File: src/rtl/circle_mask_rect_generator_unit_macros.svh
// Assertion macros used by the circle mask rectangle generator top level
`ifndef CIRCLE_MASK_RECT_GENERATOR_UNIT_MACROS_SVH
`define CIRCLE_MASK_RECT_GENERATOR_UNIT_MACROS_SVH

// Check cons in the same cycle as ante.
`define CMRU_ASSERT_NOW(lbl, ck, rn, ante, cons, msg) \
  lbl: assert property (@(posedge ck) disable iff (!(rn)) (ante) |-> (cons)) \
    else $error(msg);

// Check cons in the cycle after ante.
`define CMRU_ASSERT_NEXT(lbl, ck, rn, ante, cons, msg) \
  lbl: assert property (@(posedge ck) disable iff (!(rn)) (ante) |=> (cons)) \
    else $error(msg);

`endif

File: src/rtl/cmru_pkg.sv
// Shared types, widths and constants of the circle mask rectangle generator
package cmru_pkg;

  localparam int ROW_W      = 8;
  localparam int X_W        = 9;
  localparam int Y_W        = 8;
  localparam int CX_W       = 14;
  localparam int R_W        = 12;
  localparam int COORD_W    = 11;
  localparam int CFG_IDX_W  = 2;
  localparam int CFG_DATA_W = 14;

  localparam int MA_W     = R_W;
  localparam int MB_W     = R_W + 1;
  localparam int PROD_W   = MA_W + MB_W;
  localparam int SQ_IN_W  = 2 * R_W;
  localparam int SQ_RES_W = SQ_IN_W / 2;
  localparam int H_W      = SQ_RES_W + 1;

  localparam int BUF_DEPTH = 4;
  localparam int BUF_IDX_W = $clog2(BUF_DEPTH);
  localparam int BUF_CNT_W = $clog2(BUF_DEPTH + 1);

  localparam logic [CFG_IDX_W-1:0] REG_CENTER_X = CFG_IDX_W'(0);
  localparam logic [CFG_IDX_W-1:0] REG_CENTER_Y = CFG_IDX_W'(1);
  localparam logic [CFG_IDX_W-1:0] REG_RADIUS   = CFG_IDX_W'(2);

  localparam logic signed [CX_W-1:0] CENTER_X_RST = 14'sd2048;
  localparam logic signed [CX_W-1:0] CENTER_Y_RST = 14'sd1920;
  localparam logic [R_W-1:0]         RADIUS_RST   = 12'd2968;

  typedef struct packed {
    logic [X_W-1:0] x_left;
    logic [Y_W-1:0] y_top;
    logic [X_W-1:0] x_right;
    logic [Y_W-1:0] y_bottom;
  } cmru_rect_t;

  typedef struct packed {
    logic       push;
    cmru_rect_t rect;
    logic       drain;
  } cmru_buf_ctl_t;

  typedef enum logic [3:0] {
    S_IDLE,
    S_SETUP,
    S_BAND_T,
    S_BAND_B,
    S_MUL,
    S_SQRT,
    S_EDGE,
    S_FLUSH_L,
    S_FLUSH_R,
    S_END,
    S_DRAIN
  } cmru_state_t;

endpackage

File: src/rtl/cmru_channels.sv
// Handshake channel interfaces: row input, rectangle output, register write
interface cmru_row_if;
  logic                         valid;
  logic                         ready;
  logic [cmru_pkg::ROW_W-1:0]   row;
  modport source (output valid, output row, input ready);
  modport sink   (input valid, input row, output ready);
endinterface

interface cmru_rect_if;
  logic                       valid;
  logic                       ready;
  logic [cmru_pkg::X_W-1:0]   x_left;
  logic [cmru_pkg::Y_W-1:0]   y_top;
  logic [cmru_pkg::X_W-1:0]   x_right;
  logic [cmru_pkg::Y_W-1:0]   y_bottom;
  logic                       last_of_batch;
  modport source (output valid, output x_left, output y_top, output x_right,
                  output y_bottom, output last_of_batch, input ready);
  modport sink   (input valid, input x_left, input y_top, input x_right,
                  input y_bottom, input last_of_batch, output ready);
endinterface

interface cmru_cfg_if;
  logic                              valid;
  logic                              ready;
  logic [cmru_pkg::CFG_IDX_W-1:0]    index;
  logic [cmru_pkg::CFG_DATA_W-1:0]   data;
  modport source (output valid, output index, output data, input ready);
  modport sink   (input valid, input index, input data, output ready);
endinterface

File: src/rtl/cmru_ser_mult.sv
// Bit-serial shift-and-add multiplier, one multiplier bit per cycle
module cmru_ser_mult (
  input  logic                          clk,
  input  logic                          rst_n,
  input  logic                          start,
  input  logic [cmru_pkg::MA_W-1:0]     a,
  input  logic [cmru_pkg::MB_W-1:0]     b,
  output logic                          done,
  output logic [cmru_pkg::PROD_W-1:0]   prod
);

  localparam int MA_W  = cmru_pkg::MA_W;
  localparam int MB_W  = cmru_pkg::MB_W;
  localparam int CNT_W = $clog2(MA_W + 1);

  logic [cmru_pkg::PROD_W-1:0] p_r, p_nxt;
  logic [MB_W-1:0]             b_r;
  logic [CNT_W-1:0]            cnt_r;
  logic                        done_r;
  logic [MB_W:0]               sum;

  // Add the multiplicand into the high half when the low bit is set, then
  // shift the partial product right by one.
  assign sum   = {1'b0, p_r[cmru_pkg::PROD_W-1:MA_W]} + (p_r[0] ? {1'b0, b_r} : '0);
  assign p_nxt = {sum, p_r[MA_W-1:1]};

  always_ff @(posedge clk) begin
    if (!rst_n) begin
      cnt_r  <= '0;
      done_r <= 1'b0;
    end else begin
      done_r <= (cnt_r == CNT_W'(1));
      if (start) begin
        cnt_r <= CNT_W'(MA_W);
      end else if (cnt_r != '0) begin
        cnt_r <= cnt_r - CNT_W'(1);
      end
    end
  end

  always_ff @(posedge clk) begin
    if (start) begin
      p_r <= {{MB_W{1'b0}}, a};
      b_r <= b;
    end else if (cnt_r != '0) begin
      p_r <= p_nxt;
    end
  end

  assign done = done_r;
  assign prod = p_r;

endmodule

File: src/rtl/cmru_ser_sqrt.sv
// Digit-serial ceiling square root, one result bit per cycle
module cmru_ser_sqrt (
  input  logic                           clk,
  input  logic                           rst_n,
  input  logic                           start,
  input  logic [cmru_pkg::SQ_IN_W-1:0]   v,
  output logic                           done,
  output logic [cmru_pkg::H_W-1:0]       h
);

  localparam int IN_W  = cmru_pkg::SQ_IN_W;
  localparam int RES_W = cmru_pkg::SQ_RES_W;
  localparam int REM_W = RES_W + 1;
  localparam int SH_W  = RES_W + 3;
  localparam int CNT_W = $clog2(RES_W + 1);

  logic [IN_W-1:0]  v_r;
  logic [RES_W-1:0] root_r;
  logic [REM_W-1:0] rem_r;
  logic [CNT_W-1:0] cnt_r;
  logic             done_r;
  logic [SH_W-1:0]  rem_sh, trial;
  logic             ge;

  // Bring down the next radicand digit pair and try root*4+1.
  assign rem_sh = {rem_r, v_r[IN_W-1 -: 2]};
  assign trial  = {1'b0, root_r, 2'b01};
  assign ge     = (rem_sh >= trial);

  always_ff @(posedge clk) begin
    if (!rst_n) begin
      cnt_r  <= '0;
      done_r <= 1'b0;
    end else begin
      done_r <= (cnt_r == CNT_W'(1));
      if (start) begin
        cnt_r <= CNT_W'(RES_W);
      end else if (cnt_r != '0) begin
        cnt_r <= cnt_r - CNT_W'(1);
      end
    end
  end

  always_ff @(posedge clk) begin
    if (start) begin
      v_r    <= v;
      root_r <= '0;
      rem_r  <= '0;
    end else if (cnt_r != '0) begin
      v_r    <= {v_r[IN_W-3:0], 2'b00};
      root_r <= {root_r[RES_W-2:0], ge};
      rem_r  <= ge ? REM_W'(rem_sh - trial) : REM_W'(rem_sh);
    end
  end

  // A nonzero remainder means the exact root lies above the floor root.
  assign h    = {1'b0, root_r} + cmru_pkg::H_W'(rem_r != '0);
  assign done = done_r;

endmodule

File: src/rtl/cmru_rect_buf.sv
// Four-entry rectangle buffer with the registered output stage
module cmru_rect_buf (
  input  logic                    clk,
  input  logic                    rst_n,
  input  cmru_pkg::cmru_buf_ctl_t ctl,
  output logic                    empty,
  cmru_rect_if.source             out_ch
);

  localparam int IDX_W = cmru_pkg::BUF_IDX_W;
  localparam int CNT_W = cmru_pkg::BUF_CNT_W;

  cmru_pkg::cmru_rect_t ent_r [cmru_pkg::BUF_DEPTH];
  cmru_pkg::cmru_rect_t rect_r;
  logic [CNT_W-1:0]     cnt_r;
  logic [IDX_W-1:0]     rd_r;
  logic                 valid_r;
  logic                 last_r;
  logic                 load;
  logic                 is_last;

  assign load    = ctl.drain && (cnt_r != '0) && (!valid_r || out_ch.ready);
  assign is_last = ({1'b0, rd_r} == (cnt_r - CNT_W'(1)));

  always_ff @(posedge clk) begin
    if (!rst_n) begin
      cnt_r   <= '0;
      rd_r    <= '0;
      valid_r <= 1'b0;
    end else begin
      if (ctl.push) begin
        cnt_r <= cnt_r + CNT_W'(1);
      end else if (load && is_last) begin
        cnt_r <= '0;
      end
      if (load) begin
        rd_r <= is_last ? '0 : rd_r + IDX_W'(1);
      end
      if (load) begin
        valid_r <= 1'b1;
      end else if (out_ch.ready) begin
        valid_r <= 1'b0;
      end
    end
  end

  always_ff @(posedge clk) begin
    if (ctl.push) begin
      ent_r[cnt_r[IDX_W-1:0]] <= ctl.rect;
    end
    if (load) begin
      rect_r <= ent_r[rd_r];
      last_r <= is_last;
    end
  end

  assign empty                = (cnt_r == '0);
  assign out_ch.valid         = valid_r;
  assign out_ch.x_left        = rect_r.x_left;
  assign out_ch.y_top         = rect_r.y_top;
  assign out_ch.x_right       = rect_r.x_right;
  assign out_ch.y_bottom      = rect_r.y_bottom;
  assign out_ch.last_of_batch = last_r;

endmodule

File: src/rtl/circle_mask_rect_generator_unit.sv
// Top level: scanline sequencer that emits the rectangles masking outside a circle
//
//  channel  | dir | payload                                      | accepted when
//  ---------+-----+----------------------------------------------+------------------
//  in_ch    | in  | row                                          | valid & ready
//  out_ch   | out | x_left y_top x_right y_bottom last_of_batch  | valid & ready
//  cfg_ch   | in  | index (0 center_x, 1 center_y, 2 radius) data| valid & ready
//
// A row outside the circle skips the arithmetic; a row inside it runs through
// the 12-step serial multiplier and square root, then flushes any broken run.
// Reset (rst_n low, synchronous) drops any open run and loads the register
// defaults. The next row is taken once the last rectangle of this one sits in
// the output register; a stall at the sink holds off the drain.
`include "circle_mask_rect_generator_unit_macros.svh"

module circle_mask_rect_generator_unit #(
  parameter int SCREEN_WIDTH   = 256,
  parameter int SCREEN_HEIGHT  = 240,
  parameter int OPEN_RADIUS_Q4 = 2968
) (
  input  logic         clk,
  input  logic         rst_n,
  cmru_row_if.sink     in_ch,
  cmru_rect_if.source  out_ch,
  cmru_cfg_if.sink     cfg_ch
);

  localparam int CW   = cmru_pkg::COORD_W;
  localparam int R_W  = cmru_pkg::R_W;
  localparam int CX_W = cmru_pkg::CX_W;
  localparam int H_W  = cmru_pkg::H_W;

  localparam logic [CW-1:0]  SCR_W  = CW'(SCREEN_WIDTH);
  localparam logic [CW-1:0]  SCR_H  = CW'(SCREEN_HEIGHT);
  localparam logic [R_W-1:0] OPEN_R = R_W'(OPEN_RADIUS_Q4);

  // Clamp a signed pixel coordinate into [0, hi].
  function automatic logic [CW-1:0] clamp_c(logic signed [14:0] v, logic [CW-1:0] hi);
    logic [CW-1:0] res;
    if (v < 15'sd0) begin
      res = '0;
    end else if (v > $signed(15'(hi))) begin
      res = hi;
    end else begin
      res = v[CW-1:0];
    end
    return res;
  endfunction

  function automatic cmru_pkg::cmru_rect_t mk_rect(logic [CW-1:0] xl, logic [CW-1:0] yt,
                                                   logic [CW-1:0] xr, logic [CW-1:0] yb);
    cmru_pkg::cmru_rect_t r;
    r.x_left   = xl[cmru_pkg::X_W-1:0];
    r.y_top    = yt[cmru_pkg::Y_W-1:0];
    r.x_right  = xr[cmru_pkg::X_W-1:0];
    r.y_bottom = yb[cmru_pkg::Y_W-1:0];
    return r;
  endfunction

  cmru_pkg::cmru_state_t state_r, state_nxt;

  // Configuration registers
  logic signed [CX_W-1:0] cx_r, cy_r;
  logic [R_W-1:0]         rad_r;

  // Per-row working registers
  logic [cmru_pkg::ROW_W-1:0] row_r;
  logic [CW-1:0]              top_r, bot_r;
  logic                       inrng_r;
  logic [H_W-1:0]             h_r;
  logic [CW-1:0]              new_l_r, new_r_r;
  logic                       fin_r;

  // Open run
  logic                       run_open_r;
  logic [cmru_pkg::ROW_W-1:0] run_start_r;
  logic [8:0]                 run_rows_r;
  logic [CW-1:0]              run_left_r, run_right_r;

  logic                       row0, rad_open, rad_zero;
  logic signed [14:0]         cx_ext, cy_ext, rad_ext, h_ext;
  logic signed [14:0]         band_lo, band_hi, edge_lo, edge_hi;
  logic [CW-1:0]              top_c, bot_c, lx_c, rx_c, row_c, fbot;
  logic                       inrng_c, match_c, is_last_row;
  logic signed [15:0]         dy_c, dy_abs;
  logic [R_W:0]               d_c;
  logic signed [R_W+1:0]      a_diff;
  logic [cmru_pkg::MA_W-1:0]  ma;
  logic [cmru_pkg::MB_W-1:0]  mb;
  logic [9:0]                 bsum;

  logic                        in_acc;
  logic                        mul_start, mul_done, sq_done;
  logic [cmru_pkg::PROD_W-1:0] mul_p;
  logic [H_W-1:0]              sq_h;
  cmru_pkg::cmru_buf_ctl_t     ctl;
  logic                        buf_empty;

  assign in_acc = in_ch.valid && in_ch.ready;

  // --------------------------------------------------------------------------
  // Row geometry
  // --------------------------------------------------------------------------
  assign row0     = (row_r == '0);
  assign rad_open = (rad_r >= OPEN_R);
  assign rad_zero = (rad_r == '0);
  assign row_c    = CW'(row_r);

  assign cx_ext  = $signed({cx_r[CX_W-1], cx_r});
  assign cy_ext  = $signed({cy_r[CX_W-1], cy_r});
  assign rad_ext = $signed({3'b000, rad_r});
  assign h_ext   = $signed({2'b00, h_r});

  // Band limits: floor of the top, ceiling of the bottom, in whole rows.
  assign band_lo = (cy_ext - rad_ext) >>> 4;
  assign band_hi = (cy_ext + rad_ext + 15'sd15) >>> 4;
  assign top_c   = clamp_c(band_lo, SCR_H);
  assign bot_c   = clamp_c(band_hi, SCR_H);
  assign inrng_c = (row_c >= top_c) && (row_c < bot_c);

  // Distance from the row center to the circle center. Inside the band it
  // stays within radius + 7, so one bit above the radius width holds it.
  assign dy_c   = $signed({4'b0000, row_r, 4'b1000}) - $signed({{2{cy_r[CX_W-1]}}, cy_r});
  assign dy_abs = dy_c[15] ? -dy_c : dy_c;
  assign d_c    = dy_abs[R_W:0];

  // r^2 - dy^2 as (r - dy)(r + dy); a negative first factor means zero width,
  // and then the second factor no longer matters.
  assign a_diff = $signed({2'b00, rad_r}) - $signed({1'b0, d_c});
  assign ma     = a_diff[R_W+1] ? '0 : a_diff[R_W-1:0];
  assign mb     = cmru_pkg::MB_W'({1'b0, rad_r} + d_c);

  // Row edges from the half-width.
  assign edge_lo = (cx_ext - h_ext) >>> 4;
  assign edge_hi = (cx_ext + h_ext + 15'sd15) >>> 4;
  assign lx_c    = clamp_c(edge_lo, SCR_W);
  assign rx_c    = clamp_c(edge_hi, SCR_W);
  assign match_c = run_open_r && (lx_c == run_left_r) && (rx_c == run_right_r);

  // Bottom of the open run, held to the screen.
  assign bsum        = {2'b00, run_start_r} + {1'b0, run_rows_r};
  assign fbot        = ({1'b0, bsum} > SCR_H) ? SCR_H : CW'(bsum);
  assign is_last_row = (row_c == bot_r - CW'(1));

  // --------------------------------------------------------------------------
  // Serial arithmetic
  // --------------------------------------------------------------------------
  cmru_ser_mult u_mult (
    .clk   (clk),
    .rst_n (rst_n),
    .start (mul_start),
    .a     (ma),
    .b     (mb),
    .done  (mul_done),
    .prod  (mul_p)
  );

  // The product is at most r^2, so its top bit is always clear.
  cmru_ser_sqrt u_sqrt (
    .clk   (clk),
    .rst_n (rst_n),
    .start (mul_done),
    .v     (mul_p[cmru_pkg::SQ_IN_W-1:0]),
    .done  (sq_done),
    .h     (sq_h)
  );

  cmru_rect_buf u_buf (
    .clk    (clk),
    .rst_n  (rst_n),
    .ctl    (ctl),
    .empty  (buf_empty),
    .out_ch (out_ch)
  );

  // --------------------------------------------------------------------------
  // Sequencer: next state
  // --------------------------------------------------------------------------
  always_comb begin
    state_nxt = state_r;
    case (state_r)
      cmru_pkg::S_IDLE: begin
        if (in_ch.valid) state_nxt = cmru_pkg::S_SETUP;
      end
      cmru_pkg::S_SETUP: begin
        if (rad_open || rad_zero) state_nxt = cmru_pkg::S_DRAIN;
        else                      state_nxt = cmru_pkg::S_BAND_T;
      end
      cmru_pkg::S_BAND_T: state_nxt = cmru_pkg::S_BAND_B;
      cmru_pkg::S_BAND_B: begin
        state_nxt = inrng_r ? cmru_pkg::S_MUL : cmru_pkg::S_DRAIN;
      end
      cmru_pkg::S_MUL: begin
        if (mul_done) state_nxt = cmru_pkg::S_SQRT;
      end
      cmru_pkg::S_SQRT: begin
        if (sq_done) state_nxt = cmru_pkg::S_EDGE;
      end
      cmru_pkg::S_EDGE: begin
        if (!match_c && run_open_r) state_nxt = cmru_pkg::S_FLUSH_L;
        else                        state_nxt = cmru_pkg::S_END;
      end
      cmru_pkg::S_FLUSH_L: state_nxt = cmru_pkg::S_FLUSH_R;
      cmru_pkg::S_FLUSH_R: begin
        state_nxt = fin_r ? cmru_pkg::S_DRAIN : cmru_pkg::S_END;
      end
      cmru_pkg::S_END: begin
        state_nxt = is_last_row ? cmru_pkg::S_FLUSH_L : cmru_pkg::S_DRAIN;
      end
      cmru_pkg::S_DRAIN: begin
        if (buf_empty) state_nxt = cmru_pkg::S_IDLE;
      end
      default: state_nxt = cmru_pkg::S_IDLE;
    endcase
  end

  // --------------------------------------------------------------------------
  // Sequencer: outputs
  // --------------------------------------------------------------------------
  always_comb begin
    ctl       = '0;
    mul_start = 1'b0;
    case (state_r)
      cmru_pkg::S_SETUP: begin
        // Closed circle: one full-screen rectangle at the start of the frame.
        ctl.push = rad_zero && row0;
        ctl.rect = mk_rect('0, '0, SCR_W, SCR_H);
      end
      cmru_pkg::S_BAND_T: begin
        ctl.push = row0 && (top_r != '0);
        ctl.rect = mk_rect('0, '0, SCR_W, top_r);
      end
      cmru_pkg::S_BAND_B: begin
        ctl.push  = row0 && (bot_r < SCR_H);
        ctl.rect  = mk_rect('0, bot_r, SCR_W, SCR_H);
        mul_start = inrng_r;
      end
      cmru_pkg::S_FLUSH_L: begin
        ctl.push = (run_left_r != '0);
        ctl.rect = mk_rect('0, CW'(run_start_r), run_left_r, fbot);
      end
      cmru_pkg::S_FLUSH_R: begin
        ctl.push = (run_right_r < SCR_W);
        ctl.rect = mk_rect(run_right_r, CW'(run_start_r), SCR_W, fbot);
      end
      cmru_pkg::S_DRAIN: begin
        ctl.drain = 1'b1;
      end
      default: begin
        ctl = '0;
      end
    endcase
  end

  assign in_ch.ready  = (state_r == cmru_pkg::S_IDLE);
  assign cfg_ch.ready = 1'b1;

  // --------------------------------------------------------------------------
  // Control registers
  // --------------------------------------------------------------------------
  always_ff @(posedge clk) begin
    if (!rst_n) begin
      state_r    <= cmru_pkg::S_IDLE;
      run_open_r <= 1'b0;
      cx_r       <= cmru_pkg::CENTER_X_RST;
      cy_r       <= cmru_pkg::CENTER_Y_RST;
      rad_r      <= cmru_pkg::RADIUS_RST;
    end else begin
      state_r <= state_nxt;

      if (cfg_ch.valid) begin
        case (cfg_ch.index)
          cmru_pkg::REG_CENTER_X: cx_r  <= $signed(cfg_ch.data[CX_W-1:0]);
          cmru_pkg::REG_CENTER_Y: cy_r  <= $signed(cfg_ch.data[CX_W-1:0]);
          cmru_pkg::REG_RADIUS:   rad_r <= cfg_ch.data[R_W-1:0];
          default: begin
          end
        endcase
      end

      case (state_r)
        cmru_pkg::S_SETUP: begin
          // A new frame drops whatever run was left open.
          if (row0) run_open_r <= 1'b0;
        end
        cmru_pkg::S_EDGE: begin
          if (!run_open_r) run_open_r <= 1'b1;
        end
        cmru_pkg::S_FLUSH_R: begin
          run_open_r <= !fin_r;
        end
        default: begin
        end
      endcase
    end
  end

  // --------------------------------------------------------------------------
  // Payload registers
  // --------------------------------------------------------------------------
  always_ff @(posedge clk) begin
    if (in_acc) row_r <= in_ch.row;

    case (state_r)
      cmru_pkg::S_SETUP: begin
        top_r   <= top_c;
        bot_r   <= bot_c;
        inrng_r <= inrng_c;
        fin_r   <= 1'b0;
      end
      cmru_pkg::S_SQRT: begin
        if (sq_done) h_r <= sq_h;
      end
      cmru_pkg::S_EDGE: begin
        new_l_r <= lx_c;
        new_r_r <= rx_c;
        if (match_c) begin
          // Same edges as the run: extend it, saturating the row count.
          if (run_rows_r != 9'h1FF) run_rows_r <= run_rows_r + 9'd1;
        end else if (!run_open_r) begin
          run_start_r <= row_r;
          run_rows_r  <= 9'd1;
          run_left_r  <= lx_c;
          run_right_r <= rx_c;
        end
      end
      cmru_pkg::S_FLUSH_R: begin
        // After flushing a broken run, start the new one from this row.
        if (!fin_r) begin
          run_start_r <= row_r;
          run_rows_r  <= 9'd1;
          run_left_r  <= new_l_r;
          run_right_r <= new_r_r;
        end
      end
      cmru_pkg::S_END: begin
        if (is_last_row) fin_r <= 1'b1;
      end
      default: begin
      end
    endcase
  end

  // --------------------------------------------------------------------------
  // Assertions
  // --------------------------------------------------------------------------
  `CMRU_ASSERT_NOW(a_sqrt_ceil, clk, rst_n, sq_done, (26'(sq_h) * 26'(sq_h) >= 26'(mul_p)) && ((sq_h == '0) || (26'(sq_h - H_W'(1)) * 26'(sq_h - H_W'(1)) < 26'(mul_p))), "half-width is not the ceiling square root")
  `CMRU_ASSERT_NOW(a_run_order, clk, rst_n, run_open_r, run_left_r <= run_right_r, "open run has its left edge beyond its right edge")
  `CMRU_ASSERT_NEXT(a_batch_follow, clk, rst_n, out_ch.valid && out_ch.ready && !out_ch.last_of_batch, out_ch.valid, "rectangle batch broken before its last transaction")

endmodule

File: src/flat_wrapper.sv
// flat-port wrapper written by rule: the top's interface ports become plain ports
module circle_mask_rect_generator_unit_flat 
#(
  parameter int SCREEN_WIDTH   = 256,
  parameter int SCREEN_HEIGHT  = 240,
  parameter int OPEN_RADIUS_Q4 = 2968
)
  (clk, rst_n, in_ch_valid, in_ch_row, in_ch_ready, out_ch_valid, out_ch_x_left, out_ch_y_top, out_ch_x_right, out_ch_y_bottom, out_ch_last_of_batch, out_ch_ready, cfg_ch_valid, cfg_ch_index, cfg_ch_data, cfg_ch_ready);
  cmru_row_if in_ch_i ();
  cmru_rect_if out_ch_i ();
  cmru_cfg_if cfg_ch_i ();
  input  logic clk;
  input  logic rst_n;
  input wire logic [$bits(in_ch_i.valid)-1:0] in_ch_valid;
  input wire logic [$bits(in_ch_i.row)-1:0] in_ch_row;
  output wire logic [$bits(in_ch_i.ready)-1:0] in_ch_ready;
  output wire logic [$bits(out_ch_i.valid)-1:0] out_ch_valid;
  output wire logic [$bits(out_ch_i.x_left)-1:0] out_ch_x_left;
  output wire logic [$bits(out_ch_i.y_top)-1:0] out_ch_y_top;
  output wire logic [$bits(out_ch_i.x_right)-1:0] out_ch_x_right;
  output wire logic [$bits(out_ch_i.y_bottom)-1:0] out_ch_y_bottom;
  output wire logic [$bits(out_ch_i.last_of_batch)-1:0] out_ch_last_of_batch;
  input wire logic [$bits(out_ch_i.ready)-1:0] out_ch_ready;
  input wire logic [$bits(cfg_ch_i.valid)-1:0] cfg_ch_valid;
  input wire logic [$bits(cfg_ch_i.index)-1:0] cfg_ch_index;
  input wire logic [$bits(cfg_ch_i.data)-1:0] cfg_ch_data;
  output wire logic [$bits(cfg_ch_i.ready)-1:0] cfg_ch_ready;
  assign in_ch_i.valid = in_ch_valid;
  assign in_ch_i.row = in_ch_row;
  assign in_ch_ready = in_ch_i.ready;
  assign out_ch_valid = out_ch_i.valid;
  assign out_ch_x_left = out_ch_i.x_left;
  assign out_ch_y_top = out_ch_i.y_top;
  assign out_ch_x_right = out_ch_i.x_right;
  assign out_ch_y_bottom = out_ch_i.y_bottom;
  assign out_ch_last_of_batch = out_ch_i.last_of_batch;
  assign out_ch_i.ready = out_ch_ready;
  assign cfg_ch_i.valid = cfg_ch_valid;
  assign cfg_ch_i.index = cfg_ch_index;
  assign cfg_ch_i.data = cfg_ch_data;
  assign cfg_ch_ready = cfg_ch_i.ready;
  circle_mask_rect_generator_unit #(.SCREEN_WIDTH(SCREEN_WIDTH), .SCREEN_HEIGHT(SCREEN_HEIGHT), .OPEN_RADIUS_Q4(OPEN_RADIUS_Q4)) u_core (.clk(clk), .rst_n(rst_n), .in_ch(in_ch_i), .out_ch(out_ch_i), .cfg_ch(cfg_ch_i));
endmodule
File: config.mk
export PLATFORM = sky130hd
export DESIGN_NAME = circle_mask_rect_generator_unit_flat
export DESIGN_NICKNAME = d
export VERILOG_FILES = /design/src/rtl/cmru_pkg.sv /design/src/rtl/cmru_channels.sv /design/src/rtl/cmru_ser_mult.sv /design/src/rtl/cmru_ser_sqrt.sv /design/src/rtl/cmru_rect_buf.sv /design/src/rtl/circle_mask_rect_generator_unit.sv /design/src/flat_wrapper.sv
export VERILOG_INCLUDE_DIRS = /design/src /design/src/rtl
export SDC_FILE = /design/constraint.sdc
export NUM_CORES = 1
export LEC_CHECK = 0
export BUFFER_PORTS_ARGS = -buffer_cell sky130_fd_sc_hd__buf_2
export CAP_MARGIN = 25
export CORE_UTILIZATION = 63
export CTS_CLUSTER_SIZE = 25
export DETAILED_ROUTE_END_ITERATION = 8
export PLACE_DENSITY = 0.83
export SYNTH_ARGS = -nofsm -noshare
export SYNTH_HDL_FRONTEND = slang
export SYNTH_SLANG_ARGS = --single-unit
export TNS_END_PERCENT = 20
File: constraint.sdc
create_clock -name clk -period 7.3 [get_ports clk]
set_clock_uncertainty 0.2 [all_clocks]
set_input_delay 1.46 -clock clk [delete_from_list [all_inputs] [get_ports clk]]
set_output_delay 1.46 -clock clk [all_outputs]
set_load 0.01 [all_outputs]
-- Word-level counts from Yosys, hierarchy flattened
Memory sizes are Yosys's and may differ from the RTL's. A register that Yosys moved wholly into a read port is not among the register bits.
Index checks and enable logic that the tools add are counted.
Widths: inputs -> output; s select.
- register bits: 255
- bits in writable memories: 136
- input port bits: 29
- logic and storage cells: 208
- memories kept: 1
- add/sub/neg operators: 21
- order comparisons: 15
- eq/ne operators: 30
- mux-type cells: 62
- bitwise logic cells: 1
- reduce and logical (&&, ||, !) cells: 45
- memories (memory ; depth ; bits a word ; read ports ; clocked after memory_dff ; wr ports ; RTL line ; text):
    u_core.u_buf.ent_r ; 4 ; 34 ; 1 ; 1 ; 1 ; cmru_rect_buf.sv:13 ; cmru_pkg::cmru_rect_t ent_r [cmru_pkg::BUF_DEPTH];
- operators by type and width (kind ; number):
    $pmux 35 s5 ; 1
    $mux 11 ; 14
    $mux 24 ; 2
    $mux 4 ; 12
    $lt 11x1->1 const B ; 4
    $pmux 11 s2 ; 2
    $pmux 4 s11 ; 1
    $mux 13 ; 3
    $mux 12 ; 3
    $mux 9 ; 4
    $mux 8 ; 4
    $add 15x5->15 const B ; 2
    $eq 11x11->1 ; 2
    $gt 11x10->1 const B ; 2
    $gt 11x9->1 const B ; 2
    $reduce_bool 11->1 ; 2
    $pmux 9 s2 ; 1
    $eq 4x3->1 const B ; 4
    $pmux 8 s2 ; 1
    $add 14x13->15 ; 1
    $add 14x14->15 ; 1
    $ge 15x14->1 ; 1
    $sub 13x14->15 ; 1
    $sub 14x13->15 ; 1
    other kinds (52) ; 103

-- Longest topological paths before layout
Gate-level depths: netlist of the first run.
- depth in word-level cells: 11
- gate-level depth with buffers: 25
- gate-level depth less buffers: 23

-- Modules after synthesis
Synthesis of the first run repeated with hierarchy kept, for this count alone.
- cell total of the unflattened synthesis: 2250
- area total of the unflattened synthesis: 24262.0 um^2
- modules (own cells, without submodules) (module ; instances ; cells an instance ; area an instance (um^2) ; seq. area each (um^2)):
    circle_mask_rect_generator_unit ; 1 ; 1431 ; 12314.3 ; 3903.7
    cmru_rect_buf ; 1 ; 260 ; 6364.9 ; 5255.0
    cmru_ser_sqrt ; 1 ; 344 ; 3246.9 ; 1321.3
    cmru_ser_mult ; 1 ; 215 ; 2336.0 ; 1111.1

-- Least setup slack after synthesis of the first run
Ideal clock, no wire load.
- path type: reg2reg
- start: register u_core.row_r[2] (netlist bit)
- end: register u_core.u_mult.p_r (netlist bit u_core.u_mult.prod[3]), data pin
- library setup time: 267 ps
- arrival: 4634 ps
- slack: 2199 ps
- cell stages (with the launch flop): 24
- path buffers: 2
- path through: edfxtp_1 ha_1 or2_2 a21oi_1 a211oi_1 o211a_1 a211oi_1 o21bai_1 clkbuf_1 nor2_1 xor2_1 inv_1 ha_1 o21bai_1 a21oi_1 o21bai_1 a221oi_1 nor4_1 o31ai_1 nor2_1 nor2_1 or3_1 clkbuf_1 o21ai_0
- word-level cells in the longest chain between the ends: 6
- RTL lines (what ; RTL line ; text):
    from (decl) ; circle_mask_rect_generator_unit.sv:67 ; logic [cmru_pkg::ROW_W-1:0] row_r;
    from (signal assigned) ; circle_mask_rect_generator_unit.sv:302 ; if (in_acc) row_r <= in_ch.row;
    $sub 13x14->15 * ; circle_mask_rect_generator_unit.sv:123 ; assign dy_c = $signed({4'b0000, row_r, 4'b1000}) - $signed({{2{cy_r[CX_W-1]}}, cy_r});
    $neg 13->13 ; circle_mask_rect_generator_unit.sv:124 ; assign dy_abs = dy_c[15] ? -dy_c : dy_c;
    $mux 13 * ; circle_mask_rect_generator_unit.sv:124 ;
    $sub 12x13->14 * ; circle_mask_rect_generator_unit.sv:129 ; assign a_diff = $signed({2'b00, rad_r}) - $signed({1'b0, d_c});
    $mux 12 * ; circle_mask_rect_generator_unit.sv:130 ; assign ma = a_diff[R_W+1] ? '0 : a_diff[R_W-1:0];
    $mux 12 * ; cmru_ser_mult.sv:42 ; if (start) begin
    to (signal assigned) ; cmru_ser_mult.sv:43 ; p_r <= {{MB_W{1'b0}}, a};
    to (signal assigned) ; cmru_ser_mult.sv:46 ; p_r <= p_nxt;
    to (decl) ; cmru_ser_mult.sv:16 ; logic [cmru_pkg::PROD_W-1:0] p_r, p_nxt;
Mark *: on every way between the ends. The rest lies on a longest branch, timed or not.
A chain may end at the register's enable or synchronous reset.

-- Final worst setup path of the first run
- start: register u_core.row_r[0] (netlist bit)
- end: register u_core.u_mult.p_r (netlist bit u_core.u_mult.prod[8]), data pin
The elaborated chain is that of the path after synthesis.

==> results of run 1 <==
-- kinds of logic (layout without fill, tap and decap cells) --
logic type	after synthesis	after routing	share of synthesized area, %
flops	419	419	49.3
simple gates	716	716	14.9
buf+inv	239	322	3.86
fa+ha+maj	175	175	9.40
compound gates	439	439	12.5
mux	84	84	5.55
xor+xnor	120	120	4.47
other cells	2	8	0.0319
-- worst max-delay path: cells and delay by family (launching register included) --
kind	cells	cell delay, ns
flops	1	0.50
buf+inv	1	0.14
simple gates	5	0.66
fa+ha+maj	2	0.66
xor+xnor	1	0.33
compound gates	12	3.14
-- flip-flops by register name, summed over array words and instances, names as in the netlist, 8 cells and up --
signal	cells
u_core.bot_r	10
u_core.cx_r	14
u_core.cy_r	14
u_core.h_r	13
u_core.new_l_r	10
u_core.new_r_r	10
u_core.rad_r	12
u_core.row_r	8
u_core.run_left_r	10
u_core.run_right_r	10
u_core.run_rows_r	9
u_core.run_start_r	8
u_core.top_r	10
u_core.u_buf.ent_r	136
u_core.u_buf.out_ch.x_left	9
u_core.u_buf.out_ch.x_right	9
u_core.u_buf.out_ch.y_bottom	8
u_core.u_buf.out_ch.y_top	8
u_core.u_mult.b_r	13
u_core.u_mult.prod	25
u_core.u_sqrt.rem_r	13
u_core.u_sqrt.root_r	12
u_core.u_sqrt.v_r	24
-- through the flow --
stage	total power, W	area [um^2]
6_report	0.00903	25700
5_1_grt	0.00955	25700
3_3_place_gp	0.00669	24300
4_1_cts	0.00901	25700
2_1_floorplan	0.00597	23500
3_5_place_dp	0.00681	24300
-- final cells by class --
class | count | area (um^2)
Timing Repair Buffer | 83 | 488
Inverter | 161 | 604
Fill cell | 2599 | 11000
Clock inverter | 24 | 248
Multi-Input combinational cell | 1541 | 11100
Antenna cell | 1 | 2.50
Clock buffer | 54 | 1150
Sequential cell | 419 | 11600
Tap cell | 468 | 586
-- final timing paths --
| check | endpoint | slack, ns | cells after the start |
|---|---|---|---|
| hold / removal | u_core.u_sqrt.root_r[1]$_SDFFE_PP0N_ | 0.28 | 2 |
| hold reg to reg | u_core.u_sqrt.root_r[1]$_SDFFE_PP0N_ | 0.28 | 2 |
| setup reg to reg | u_core.u_mult.prod[8]$_DFFE_PP_ | 1.39 | 21 |
| setup / recovery | u_core.u_mult.prod[8]$_DFFE_PP_ | 1.39 | 21 |
-- per-layer routing --
metal  GRT usage (%)  vias to the layer above
met5               0                        -
met4            12.6                        4
met3            4.94                      135
met2            47.6                      554
met1            35.9                     8206
li1                -                     8094
-- where the power goes --
group	leakage, nW	switching (W)	internal, W	total, W
combinational	5.48	0.00197	0.00137	0.00334
sequential	3.72	0.000342	0.00316	0.00350
clock	0.670	0.000928	0.00126	0.00219
total	9.87	0.00324	0.00579	0.00903
-- cells in the final DEF (no fill, tap or decap), types with 41 or more instances in the layout --
| cell type | n |
|---|---|
| xnor2_1 | 82 |
| ha_1 | 168 |
| and2_1 | 41 |
| nor2_1 | 157 |
| nand2_1 | 224 |
| nor3_1 | 65 |
| inv_1 | 160 |
| nand3_1 | 43 |
| clkbuf_16 | 43 |
| buf_2 | 65 |
| a21oi_1 | 120 |
| dfxtp_1 | 97 |
| o21ai_0 | 87 |
| edfxtp_1 | 320 |
==> impl_metrics.csv, run 1 <==
group,metric,value,unit
drt,wl_met2,25.9,mm
critical_path,crit_slowest_cell,"o21bai_1",
critical_path,crit_fanout,12,
drt,drt-wirelength-per-cell,19.6,um
logic_synthesis,ys.flop_type,"edfxtp_1",
clocking,post_cts_buffers,0,
logic_synthesis,synth_common_cells,"320 x edfxtp_1, 224 x nand2_1, 168 x ha_1",
drt,top_layer_used,"met5",
floorplan,coreArea,0.0367,mm^2
drt,vias_per_cell,6.18,
run_status,status,"finished, final reports clean",
power,power_per_cell_area,351,mW/mm^2
global_route,grt_pass1_vias,16525,
timing,rsz0062_at_grt,"no",
timing,timing.final.crit_period,5.91,ns
placed_design,place_inst,2671,
logic_synthesis,async_flop_share,0,%
floorplan,die_h,195,um
timing,drv_slew,0,
timing,setup_slack,1.39,ns
logic_synthesis,ys_types,90,
logic_synthesis,ys.warnings.count,0,
logic_synthesis,ys_ff_latch,419,
drt,wirelength,53.8,mm
power,leakage,9.87,nW
placed_design,port_buffers,65,
logic_synthesis,yosysSeqAreaShare,49.3,%
timing,finalHoldViolCount,0,
timing,setup_viol,0,
layout,fin_nets,2450,
placed_design,dpl.hpwl,38.7,mm
power,ir_worst_vdd,0.000337,V
layout,postLayoutCoreUtil,70.2,%
drt,ant_nets,0,
timing,max_freq,0.169,GHz
placed_design,dp_slack,1.45,ns
clocking,clock-sinks,419,
logic_synthesis,postSynthAreaPerCell,10.7,um^2
timing,relSlewSlack,37.5,%
drt,met3_length,3.47,mm
logic_synthesis,synth_area_leaders,"edfxtp_1 41%, ha_1 8.9%, dfxtp_1 8.4%, nand2_1 3.6%, mux4_2 3.3%",
clocking,clkTransAtPathRegs,0.06,ns
timing,hold_ws,0.279,ns
floorplan,start_util,64.1,%
drt,drtIter0Drc,1350,
clocking,cts_hold_buf,0,
logic_synthesis,synth-edff-count,320,
floorplan,fp.dieArea,0.0381,mm^2
clocking,cts_tree,"built",
global_route,grtUsageTotal,28.3,%
clocking,h-tree-depth,2,
drt,drt-pass1-iter-count,5,
timing,setup_tns,0,ns
timing,min_period_over_period,80.9,%
logic_synthesis,synth_area_leader_cell,"edfxtp_1",
clocking,max-clock-path-buffers,3,
logic_synthesis,synth_cells,2194,
critical_path,cp_cell_sequence,"ha_1 > a21boi_0 > o21ai_1 > a211oi_1 > o211a_1 > a211oi_1 > o21bai_1 > nor2_1 > xor2_1 > inv_1 > ha_1 > o21bai_1 > a21oi_1 > o21bai_1 > a221oi_1 > nor4_1 > o31ai_1 > nor2_1 > nor2_1 > or3_1 > o21ai_0",
drt,m1WireLength,22.2,mm
critical_path,crit_required,7.41,ns
critical_path,r2r-start,"u_core.row_r[0]$_DFFE_PP_",
global_route,grt_pass1_wl,85.2,mm
global_route,antenna_found_initial,2,
clocking,cts_made_buffers,43,
logic_synthesis,synth_top_area_share,40.9,%
global_route,grt_max_degree,54,
critical_path,end_kind,"flop",
clocking,cts-root-buf,"clkbuf_16",
logic_synthesis,yosysMostFrequentCell,"edfxtp_1",
floorplan,num_rows,70,
global_route,grt_overflow,0,
timing,tightestPinTransition,0.938,ns
min_path,hold_class,"flop to flop",
floorplan,die_width,195,um
layout,synthToLayoutAreaGrowth,9.46,%
layout,layout.cells.non_filler,2751,
clocking,clkLatencyLatePin,0.58,ns
clocking,cts-resized-gates,0,
critical_path,cpPeakStageDelay,0.72,ns
layout,drive_gt1_share,10.9,%
drt,drcViolationCount,0,
flow_run,cap_violations,0,
min_path,hp-start,"u_core.u_sqrt.root_r[0]$_SDFFE_PP0N_",
critical_path,worstSetupPathType,"flop to flop",
critical_path,startpoint,"u_core.row_r[0]$_DFFE_PP_",
critical_path,worst_setup_path_start_kind,"flop",
logic_synthesis,syn_area,0.0235,mm^2
floorplan,ios,67,
drt,via_count,16993,
critical_path,arrival,6.02,ns
placed_design,gp_congestion,0.914,
(Power assumes the default switching activity.)
==> run 2, diff against run 1 <==
Settings changed: CORE_UTILIZATION 63 to 57, PLACE_DENSITY 0.83 to 0.8.
Clock period 7.3 ns to 5.35 ns, I/O delays scaled along.
==> impl_metrics.csv, run 2 (synthesis results as in run 1) <==
group,metric,value,unit
run_status,status,"finished, final reports clean",
floorplan,fp.dieArea,0.0421,mm^2
timing,drv_slew,0,
clocking,cts_hold_buf,0,
critical_path,worstSetupPathType,"flop to flop",
clocking,cts-root-buf,"clkbuf_16",
layout,synthToLayoutAreaGrowth,10.7,%
drt,drcViolationCount,0,
clocking,clock-sinks,419,
floorplan,die_h,205,um
layout,drive_gt1_share,12.1,%
placed_design,placed_area,0.0245,mm^2
global_route,grt_pass1_wl,86.5,mm
critical_path,worst_setup_path_start_kind,"flop",
timing,finalHoldViolCount,0,
placed_design,gp_congestion,0.939,
clocking,cts_made_buffers,44,
floorplan,die_width,205,um
critical_path,cpPeakStageDelay,0.41,ns
min_path,hold_class,"flop to flop",
critical_path,reg2reg_depth,21,
global_route,grt_max_degree,53,
drt,drt-wirelength-per-cell,19.0,um
placed_design,dpl.hpwl,38.8,mm
global_route,grtUsageTotal,26.2,%
layout,fin_area,0.0260,mm^2
critical_path,crit_slowest_cell,"edfxtp_1",
clocking,clkLatencyLatePin,0.60,ns
power,leakage,9.97,nW
critical_path,crit_required,5.48,ns
drt,wirelength,53.9,mm
layout,fin_nets,2466,
critical_path,arrival,5.26,ns
layout,final_cell_mix,"320 x edfxtp_1, 224 x nand2_1, 167 x ha_1",
critical_path,cp_cell_sequence,"ha_1 > or2_2 > a21oi_1 > a211oi_2 > o211a_1 > a211oi_2 > o21bai_2 > buf_4 > nand2b_1 > xnor2_1 > ha_2 > a21o_1 > a21oi_1 > o21bai_1 > a21oi_1 > o21bai_1 > a21oi_2 > o21bai_1 > a2111oi_2 > nor3_1 > xor2_1",
placed_design,port_buffers,65,
timing,min_period_over_period,95.9,%
clocking,cts_tree,"built",
timing,max_freq,0.195,GHz
floorplan,ios,67,
critical_path,crit_path_end,"u_core.u_mult.b_r[12]$_DFFE_PP_",
critical_path,crit_fanout,11,
layout,layout_commonest_cell,"edfxtp_1",
clocking,h-tree-depth,2,
floorplan,start_util,57.7,%
timing,setup_viol,0,
timing,tightestPinTransition,0.908,ns
critical_path,r2r_slack,0.22,ns
power,ir_worst_vdd,0.000438,V
drt,drtIter0Drc,1073,
layout,diodes,0,
drt,vias_per_cell,5.95,
timing,relSlewSlack,39.4,%
flow_run,cap_violations,0,
clocking,max-clock-path-buffers,3,
drt,drt-pass1-iter-count,5,
placed_design,place_inst,2750,
timing,timing.final.crit_period,5.13,ns
power,p_total,0.0124,W
drt,via_count,16847,
clocking,clkTransAtPathRegs,0.06,ns
floorplan,num_rows,74,
layout,layout.cells.non_filler,2830,
critical_path,end_kind,"flop",
global_route,antenna_found_initial,0,
power,power_per_cell_area,478,mW/mm^2
drt,ant_nets,0,
global_route,grt_pass1_vias,16492,
floorplan,coreArea,0.0407,mm^2
clocking,post_cts_buffers,0,
critical_path,r2r-start,"u_core.row_r[2]$_DFFE_PP_",
critical_path,rr_endpoint,"u_core.u_mult.b_r[12]$_DFFE_PP_",
critical_path,startpoint,"u_core.row_r[2]$_DFFE_PP_",
layout,largest_reg_flops,136,
timing,hold_ws,0.280,ns
global_route,grt_overflow,0,
[run 2: area by class of cell]
class	count	area, um^2
Inverter	161	604
Tap cell	532	666
Fill cell	3148	14700
Timing Repair Buffer	98	593
Clock inverter	19	180
Multi-Input combinational cell	1541	11100
Sequential cell	419	11600
Clock buffer	60	1240
[run 2: what timing repair did]
item	in CTS	in global routing
pin swaps	0	1
gates resized for setup	1	22
endpoints found under the setup margin	1	24
[run 2: layer usage]
| metal | vias up | global-route usage [%] | share of wire, % |
|---|---|---|---|
| li1 | 8112 | - | - |
| met1 | 8123 | 34.5 | 43 |
| met5 | - | 0 | 0 |
| met2 | 502 | 43.3 | 48 |
| met4 | 0 | 9.10 | 3.1 |
| met3 | 110 | 5.06 | 6.2 |
[run 2: worst min-delay path by stage]
stage          cells after the start  slack (ns)                              endpoint                                  from
2_1_floorplan                      2        0.25   u_core.u_mult.prod[14]$_SDFFE_PP0N_   u_core.u_mult.prod[14]$_SDFFE_PP0N_
3_3_place_gp                       2        0.26   u_core.u_mult.prod[14]$_SDFFE_PP0N_   u_core.u_mult.prod[14]$_SDFFE_PP0N_
3_5_place_dp                       2        0.27   u_core.u_mult.prod[16]$_SDFFE_PP0N_   u_core.u_mult.prod[16]$_SDFFE_PP0N_
4_1_cts                            2        0.29   u_core.u_mult.prod[19]$_SDFFE_PP0N_   u_core.u_mult.prod[19]$_SDFFE_PP0N_
5_1_grt                            2        0.30  u_core.u_sqrt.root_r[1]$_SDFFE_PP0N_  u_core.u_sqrt.root_r[0]$_SDFFE_PP0N_
6_report                           2        0.28   u_core.u_mult.prod[19]$_SDFFE_PP0N_   u_core.u_mult.prod[19]$_SDFFE_PP0N_
[run 2: where the power goes]
part / switching, W / total, W / leakage (nW) / internal (W)
Combinational: 0.00275 / 0.00469 / 5.56 / 0.00194
Clock: 0.00130 / 0.00300 / 0.687 / 0.00169
Sequential: 0.000436 / 0.00475 / 3.72 / 0.00431
[run 2: stage by stage]
stage / worst slack, ns / setup TNS [ns] / util, %
2_1_floorplan: 0.249 / 0 / -
3_3_place_gp: 0.236 / 0 / 60.2
3_5_place_dp: 0.0916 / 0 / 60.2
4_1_cts: 0.0300 / 0 / 63.7
5_1_grt: -0.0527 / -0.0761 / 63.9
6_report: 0.222 / 0 / 63.9
[run 2: critical path, delay by kind of cell (launching register included)]
kind                     cells  cell delay (ns)
AO/OA/AOI/OAI               13             2.47
AND/OR/NAND/NOR              3             0.52
XOR/XNOR                     2             0.32
adder cells (fa/ha/maj)      2             0.75
buffers and inverters        1             0.20
flip-flops                   1             0.41
